===== config.mk =====
export PLATFORM = sky130hd
export DESIGN_NAME = jpeg_scan_region_locator
export DESIGN_NICKNAME = d
export VERILOG_FILES = /design/src/rtl/jsrl_pkg.sv /design/src/rtl/jsrl_step.sv /design/src/rtl/jpeg_scan_region_locator.sv
export SDC_FILE = /design/constraint.sdc
export NUM_CORES = 1
export LEC_CHECK = 0
export ABC_AREA = 1
export CAP_MARGIN = 20
export CORE_UTILIZATION = 51
export DETAILED_ROUTE_END_ITERATION = 6
export DONT_BUFFER_PORTS = 1
export PLACE_DENSITY = 0.75
export REMOVE_ABC_BUFFERS = 1
export SLEW_MARGIN = 10
export SYNTH_ARGS = -nofsm -noshare
export SYNTH_HDL_FRONTEND = slang
export SYNTH_SLANG_ARGS = --single-unit

===== constraint.sdc =====
create_clock -name clock -period 2.9 [get_ports clock]
set_input_delay 0.145 -clock clock [delete_from_list [all_inputs] [get_ports clock]]
set_output_delay 0.145 -clock clock [all_outputs]
set_load 0.01 [all_outputs]

===== src/rtl/jsrl_pkg.sv =====
// jsrl_pkg: types, marker codes, status codes and phase codes for the
// jpeg scan region locator. No dependencies.

package jsrl_pkg;

   localparam int DEFAULT_OFFSET_BITS = 32;
   localparam int RESULT_OFFSET_BITS  = 32;

   // second byte of each marker of interest
   localparam logic [7:0] CODE_FILL = 8'hFF;
   localparam logic [7:0] CODE_SOF0 = 8'hC0;
   localparam logic [7:0] CODE_RST7 = 8'hD7;
   localparam logic [7:0] CODE_SOI  = 8'hD8;
   localparam logic [7:0] CODE_EOI  = 8'hD9;
   localparam logic [7:0] CODE_SOS  = 8'hDA;
   localparam logic [7:0] CODE_DQT  = 8'hDB;
   localparam logic [7:0] CODE_APP5 = 8'hE5;
   localparam logic [7:0] CODE_COM  = 8'hFE;

   localparam logic [1:0] STATUS_OK     = 2'd0;
   localparam logic [1:0] STATUS_FORMAT = 2'd1;
   localparam logic [1:0] STATUS_APP5   = 2'd2;

   localparam logic [2:0] PH_FIRST    = 3'd0;
   localparam logic [2:0] PH_MARKER   = 3'd1;
   localparam logic [2:0] PH_LEN_HI   = 3'd2;
   localparam logic [2:0] PH_LEN_LO   = 3'd3;
   localparam logic [2:0] PH_SKIP     = 3'd4;
   localparam logic [2:0] PH_EOI_SCAN = 3'd5;

   typedef struct packed {
      logic [2:0]  phase;
      logic [15:0] skip_remaining;
      logic [7:0]  length_high;
      logic        last_was_ff;
      logic        verdict_given;
   } parse_state_type;

   typedef struct packed {
      logic       give;
      logic [1:0] status;
      logic       sos_capture;
      logic       file_done;
   } step_ctl_type;

   localparam parse_state_type PARSE_STATE_RESET = '{
      phase:          PH_FIRST,
      skip_remaining: 16'd0,
      length_high:    8'd0,
      last_was_ff:    1'b0,
      verdict_given:  1'b0
   };

endpackage


===== src/rtl/jsrl_step.sv =====
// jsrl_step: next-state and verdict logic of the marker walk for one byte.
// Depends on jsrl_pkg.

module jsrl_step (
   input  jsrl_pkg::parse_state_type state,
   input  logic [7:0]                data_byte,
   input  logic                      end_of_file,
   input  logic                      reject_app5,
   output jsrl_pkg::parse_state_type state_next,
   output jsrl_pkg::step_ctl_type    ctl
);

   jsrl_pkg::parse_state_type nxt;
   logic                      give;
   logic [1:0]                status;
   logic                      sos_capture;
   logic [15:0]               seg_len;
   logic [15:0]               skip_len;
   logic                      in_range;

   assign seg_len  = {state.length_high, data_byte};
   assign skip_len = seg_len - 16'd2;
   assign in_range = (data_byte >= jsrl_pkg::CODE_SOF0 && data_byte <= jsrl_pkg::CODE_RST7)
                  || (data_byte >= jsrl_pkg::CODE_DQT && data_byte <= jsrl_pkg::CODE_COM);

   always_comb begin
      nxt         = state;
      give        = 1'b0;
      status      = jsrl_pkg::STATUS_FORMAT;
      sos_capture = 1'b0;

      if (!state.verdict_given) begin
         case (state.phase)
            jsrl_pkg::PH_FIRST, jsrl_pkg::PH_MARKER: begin
               if (state.last_was_ff) begin
                  if (data_byte != jsrl_pkg::CODE_FILL) begin
                     nxt.last_was_ff = 1'b0;
                     if (state.phase == jsrl_pkg::PH_FIRST) begin
                        if (data_byte == jsrl_pkg::CODE_SOI) begin
                           nxt.phase = jsrl_pkg::PH_MARKER;
                        end else begin
                           give = 1'b1;
                        end
                     end else if (data_byte == jsrl_pkg::CODE_SOS) begin
                        sos_capture = 1'b1;
                        nxt.phase   = jsrl_pkg::PH_EOI_SCAN;
                     end else if (data_byte == jsrl_pkg::CODE_EOI) begin
                        give = 1'b1;
                     end else if (reject_app5 && data_byte == jsrl_pkg::CODE_APP5) begin
                        give   = 1'b1;
                        status = jsrl_pkg::STATUS_APP5;
                     end else if (in_range) begin
                        nxt.phase = jsrl_pkg::PH_LEN_HI;
                     end else begin
                        give = 1'b1;
                     end
                  end
               end else if (data_byte == jsrl_pkg::CODE_FILL) begin
                  nxt.last_was_ff = 1'b1;
               end else begin
                  give = 1'b1;
               end
            end
            jsrl_pkg::PH_LEN_HI: begin
               nxt.length_high = data_byte;
               nxt.phase       = jsrl_pkg::PH_LEN_LO;
            end
            jsrl_pkg::PH_LEN_LO: begin
               // length counts its own two bytes
               if (seg_len < 16'd2) begin
                  give = 1'b1;
               end else begin
                  nxt.skip_remaining = skip_len;
                  nxt.phase = (skip_len != 16'd0) ? jsrl_pkg::PH_SKIP : jsrl_pkg::PH_MARKER;
               end
            end
            jsrl_pkg::PH_SKIP: begin
               nxt.skip_remaining = state.skip_remaining - 16'd1;
               if (state.skip_remaining == 16'd1) begin
                  nxt.phase = jsrl_pkg::PH_MARKER;
               end
            end
            jsrl_pkg::PH_EOI_SCAN: begin
               if (state.last_was_ff && data_byte == jsrl_pkg::CODE_EOI) begin
                  give   = 1'b1;
                  status = jsrl_pkg::STATUS_OK;
               end else begin
                  nxt.last_was_ff = (data_byte == jsrl_pkg::CODE_FILL);
               end
            end
            default: begin
               give = 1'b1;
            end
         endcase
      end

      if (give) begin
         nxt.verdict_given = 1'b1;
      end

      // file ended with no verdict yet
      if (end_of_file && !state.verdict_given && !give) begin
         give   = 1'b1;
         status = jsrl_pkg::STATUS_FORMAT;
      end
   end

   assign state_next      = end_of_file ? jsrl_pkg::PARSE_STATE_RESET : nxt;
   assign ctl.give        = give;
   assign ctl.status      = status;
   assign ctl.sos_capture = sos_capture;
   assign ctl.file_done   = end_of_file;

endmodule


===== src/rtl/jpeg_scan_region_locator.sv =====
// jpeg_scan_region_locator: top level, input register, offset counters and
// result register around the per-byte marker walk. Depends on jsrl_pkg, jsrl_step.
//
//   channel   ports                                                role
//   req       req_valid, req_stall, req_data_byte, req_end_of_file file bytes in
//   rsp       rsp_valid, rsp_stall, rsp_status, rsp_scan_*         one verdict per file
//   csr       csr_write_enable, csr_write_data                     reject_app5 flag
//
// One byte per cycle while the result is not stalled; a byte is held in the
// input register, and its verdict, if any, is registered in the result
// register when that byte is processed and is presented from there.
// Synchronous active-high reset clears parse state, offsets and the flag.
// A stalled result holds both stages; the input takes a byte whenever its
// register is empty or moving on.

module jpeg_scan_region_locator #(
   parameter int OFFSET_BITS = jsrl_pkg::DEFAULT_OFFSET_BITS
) (
   input  logic        clock,
   input  logic        reset,
   input  logic        req_valid,
   output logic        req_stall,
   input  logic [7:0]  req_data_byte,
   input  logic        req_end_of_file,
   output logic        rsp_valid,
   input  logic        rsp_stall,
   output logic [1:0]  rsp_status,
   output logic [31:0] rsp_scan_start,
   output logic [31:0] rsp_scan_end,
   input  logic        csr_write_enable,
   input  logic        csr_write_data
);

   localparam int RES_BITS = jsrl_pkg::RESULT_OFFSET_BITS;

   logic                      in_valid_ff, in_valid_in;
   logic [7:0]                in_byte_ff;
   logic                      in_eof_ff;
   logic                      advance;
   logic                      process;
   logic                      req_accept;

   jsrl_pkg::parse_state_type state_ff, state_in;
   jsrl_pkg::step_ctl_type    ctl;

   logic [OFFSET_BITS-1:0]    byte_offset_ff, byte_offset_in;
   logic [OFFSET_BITS-1:0]    sos_offset_ff, sos_offset_in;
   logic [OFFSET_BITS-1:0]    end_offset;
   logic [63:0]               sos_wide;
   logic [63:0]               end_wide;
   logic                      reject_app5_ff;

   logic                      rsp_valid_ff, rsp_valid_in;
   logic [1:0]                rsp_status_ff;
   logic [RES_BITS-1:0]       rsp_start_ff;
   logic [RES_BITS-1:0]       rsp_end_ff;

   assign advance    = !(rsp_valid_ff && rsp_stall);
   assign process    = in_valid_ff && advance;
   assign req_stall  = in_valid_ff && !advance;
   assign req_accept = req_valid && !req_stall;
   assign in_valid_in = req_stall ? in_valid_ff : req_valid;

   jsrl_step u_step (
      .state       (state_ff),
      .data_byte   (in_byte_ff),
      .end_of_file (in_eof_ff),
      .reject_app5 (reject_app5_ff),
      .state_next  (state_in),
      .ctl         (ctl)
   );

   assign end_offset     = byte_offset_ff + OFFSET_BITS'(1);
   assign byte_offset_in = ctl.file_done ? '0 : end_offset;
   assign sos_offset_in  = ctl.file_done   ? '0 :
                           ctl.sos_capture ? byte_offset_ff - OFFSET_BITS'(1) :
                                             sos_offset_ff;
   assign sos_wide       = 64'(sos_offset_ff);
   assign end_wide       = 64'(end_offset);
   // a finished result leaves when taken even with nothing new behind it
   assign rsp_valid_in   = advance ? (process && ctl.give) : rsp_valid_ff;

   always_ff @(posedge clock) begin
      if (reset) begin
         in_valid_ff    <= 1'b0;
         rsp_valid_ff   <= 1'b0;
         state_ff       <= jsrl_pkg::PARSE_STATE_RESET;
         byte_offset_ff <= '0;
         sos_offset_ff  <= '0;
         reject_app5_ff <= 1'b0;
      end else begin
         in_valid_ff  <= in_valid_in;
         rsp_valid_ff <= rsp_valid_in;
         if (csr_write_enable) begin
            reject_app5_ff <= csr_write_data;
         end
         if (process) begin
            state_ff       <= state_in;
            byte_offset_ff <= byte_offset_in;
            sos_offset_ff  <= sos_offset_in;
         end
      end
   end

   always_ff @(posedge clock) begin
      if (req_accept) begin
         in_byte_ff <= req_data_byte;
         in_eof_ff  <= req_end_of_file;
      end
      if (process && ctl.give) begin
         rsp_status_ff <= ctl.status;
         if (ctl.status == jsrl_pkg::STATUS_OK) begin
            rsp_start_ff <= sos_wide[RES_BITS-1:0];
            rsp_end_ff   <= end_wide[RES_BITS-1:0];
         end else begin
            rsp_start_ff <= '0;
            rsp_end_ff   <= '0;
         end
      end
   end

   assign rsp_valid      = rsp_valid_ff;
   assign rsp_status     = rsp_status_ff;
   assign rsp_scan_start = rsp_start_ff;
   assign rsp_scan_end   = rsp_end_ff;

endmodule

==> results by group <==
Detailed routing
  • Via Count: 8084
  • DRT antenna net count: 0
  • Drt total wl: 23010 um
  • Drc violations: 0
  • DRT iter0 DRCs: 621
  • DR WL/cell: 15.42 um
  • Via density per instance: 5.418
  • Initial DRT Pass Iterations: 6

Critical path
  • Crit path DAT: 2590 ps
  • Buf/Inv on CP: 2
  • Crit path top cell by count: nand2_1
  • Setup CP Type: reg2reg
  • Crit-path leading delay family: simple AND/OR/NAND/NOR gates
  • CP Capture Type: register
  • Delay of the slowest cell on the worst path: 530 ps
  • Critical Path RT: 3080 ps
  • CP Launch Type: register
  • Slowest-stage cell, CP: edfxtp_1
  • CP Max Fanout: 30
  • Crit-path cells: nor2_1 -> nand2_1 -> inv_2 -> nand4_1 -> a21boi_0 -> nand2_1 -> nand2_1 -> nand3_1 -> nand4_4 -> buf_4 -> nor2_2

Job
  • Max_cap viols: 0

Timing
  • Final Hold Violating Endpoints: 0
  • Rel. slew slack: 64.97%
  • Final period util: 82.98%
  • Final worst slack: 493.5 ps
  • TNS Setup: 0 ps
  • RSZ-0062 raised after global routing: no
  • Max Fclk: 415.6 MHz
  • Final Max Tran Viols: 0
  • Min Tclk post-route: 2406 ps
  • Final setup fails: 0
  • Worst Tran Pin Value: 524.8 ps
  • Clock skew: 11.00 ps

Pwr
  • Pwr Total: 5649 uW
  • VDD IR max: 0.0004290 V
  • Lkg Pwr: 0.003883 uW
  • Pwr dens: 546.6 nW/um2

Clock tree
  • H-tree depth: 4
  • Clock latency on the worst-skew pair: 440 ps
  • Clock Path Buffers: 2
  • CTS tree: done
  • Root buffer cell: clkbuf_16
  • TritonCTS Buffers: 17
  • Reg clk slew, reported paths: 70 ps
  • CTS resizes: 0
  • Number of post-CTS setup repair buffers: 0
  • Post-CTS Hold Buffers: 14
  • CTS Sinks: 171

Placed design
  • Gpl congestion: 0.9717
  • I/O Buffers: 0
  • Pre-CTS WS: 518.4 ps
  • Placement-stage cell area: 9562 um2
  • DP HPWL: 16470 um

Yosys
  • Top_reg_cell synth: dfxtp_1
  • Yosys reg bits: 171
  • Synthesized area: 9366 um2
  • Number of synthesized flops with an enable pin: 75
  • Share of the synthesized area in the top cell type: 24.04%
  • Ys async rst share: 0%
  • Seq/Total Area, Yosys: 44.56%
  • Ys Warns: 0
  • Synth area leaders: edfxtp_1, dfxtp_1, nand2_1
  • Avg Cell Area, Syn: 7.487 um2
  • Post-synth top area cell: edfxtp_1
  • Cell count after synthesis: 1251
  • Netlist cell types: 50

Layout
  • Ant diodes: 0
  • Final nets: 1270
  • Final Util: 57.53%
  • Share of cells above drive strength 1: 12.67%
  • Filler instances: 1692
  • Synth-to-Final Area Change: 10.34%
  • Final non-filler cell area: 10330 um2

Die
  • IO Count: 83
  • Row count: 49
  • Die area: 18910 um2
  • Die span in x: 137.5 um
  • Die Y: 137.5 um
  • Core region area: 17960 um2
  • Starting Density: 52.14%

Global routing
  • GRT Residual Overflow: 0
  • First-pass GRT wire length: 37050 um
  • Initial antenna violation count: 0
  • Largest net degree at the start of global routing: 80
  • Vias in the first global route: 7327
  • Total track usage: 25.60%

Worst hold path
  • Worst min-delay path class: in2reg

Outcome
  • Status: finished clean
-- flip-flops by register name (all words and copies together), names as in the netlist --
register        flops
in_byte_ff          8
rsp_scan_end       32
rsp_valid           1
in_valid_ff         1
in_eof_ff           1
rsp_status          2
state_ff           29
sos_offset_ff      32
reject_app5_ff      1
byte_offset_ff     32
rsp_scan_start     32
-- Yosys cell counts, types with 2 or more instances --
master      n
a211oi_1    2
a21boi_0    2
a21oi_1   101
a221oi_1    2
a22oi_1     3
a32oi_1     4
and2_1      3
buf_2      18
buf_6       6
clkbuf_1   26
clkinv_1    2
dfxtp_1    96
edfxtp_1   75
ha_1        5
inv_1     154
inv_2      13
nand2_1   270
nand2_2     5
nand3_1    78
nand4_1    25
nor2_1    143
nor2_2     66
nor2_4      2
nor3_1     27
nor3_2      5
nor3_4      2
nor4_1      8
o21ai_0    37
o21ai_1     7
o22ai_1     2
o31ai_1     2
or2_2       7
or3_1       2
xnor2_1     3
xor2_1     33
-- kinds of logic (layout without fill, tap and decap cells) --
logic type / after synthesis / count (layout) / synth area share, %
muxes: 1 / 1 / 0.1469
AOI/OAI and AO/OA: 167 / 167 / 9.644
adders and majority gates: 5 / 5 / 0.6679
xor gates and xnor gates: 36 / 36 / 3.366
DFF: 171 / 171 / 44.56
and+or+nand+nor: 651 / 651 / 32.07
buffers and inverters: 220 / 232 / 9.538
-- routing by layer --
layer	up-vias	global-route usage [%]	wire length, um	part of all wire (%)
met1	3697	36.67	10920	47
li1	4052	-	-	-
met3	31	5.224	1560	6.8
met5	-	0	0	0
met4	0	9.035	491	2.1
met2	304	37.97	10030	44
-- worst paths after layout --
kind	start	endpoint	slack [ps]	cells after the start
worst max register to register	in_byte_ff[5]	rsp_scan_end[15]	490	11
worst min-delay path	reset	state_ff[17]	70	2
worst max-delay path	in_byte_ff[5]	rsp_scan_end[15]	490	11
worst min register to register	sos_offset_ff[5]	sos_offset_ff[5]	460	2
-- layout by cell type (no fill, tap or decap), types with 7 or more instances in the layout --
master / instances
nand3_1: 78
a21oi_1: 101
nor3_1: 27
edfxtp_1: 75
inv_2: 14
o21ai_0: 37
or2_2: 7
nor4_1: 8
dfxtp_1: 96
nand2_1: 270
buf_4: 14
o21ai_1: 7
nand4_1: 25
inv_1: 153
nor2_1: 142
clkbuf_16: 17
dlygate4sd3_1: 13
xor2_1: 33
nor2_2: 67
-- area by class of cell --
type | count | area [um2] | share of cell area (%)
Multi-Input combinational cell | 860 | 4302 | 41.62
Sequential cell | 171 | 4174 | 40.39
Inverter | 169 | 634.4 | 6.138
Clock buffer | 18 | 439.2 | 4.249
Timing Repair Buffer | 31 | 322.8 | 3.123
Tap cell | 229 | 286.5 | 2.772
Clock inverter | 14 | 176.4 | 1.707
-- where the power goes --
group          switching, uW  internal [uW]  leakage, uW
Clock                   1090           1260     0.000295
Combinational            355            156      0.00212
Sequential               126           2660      0.00147
-- worst reg2reg max path, stage by stage, from the launching register on --
cell	delay (ps)
edfxtp_1	530
nor2_1	190
nand2_1	80
inv_2	90
nand4_1	110
a21boi_0	190
nand2_1	70
nand2_1	70
nand3_1	150
nand4_4	130
buf_4	440
nor2_2	100
-- through the flow --
stage	hold slack (ps)	cells
floorplan	214.1	1200
global placement	230.6	1446
detailed placement	235.9	1446
CTS	90.85	1492
global route	81.40	1492
finish	67.68	1492
No activity file was read; power rests on OpenSTA's default activity.
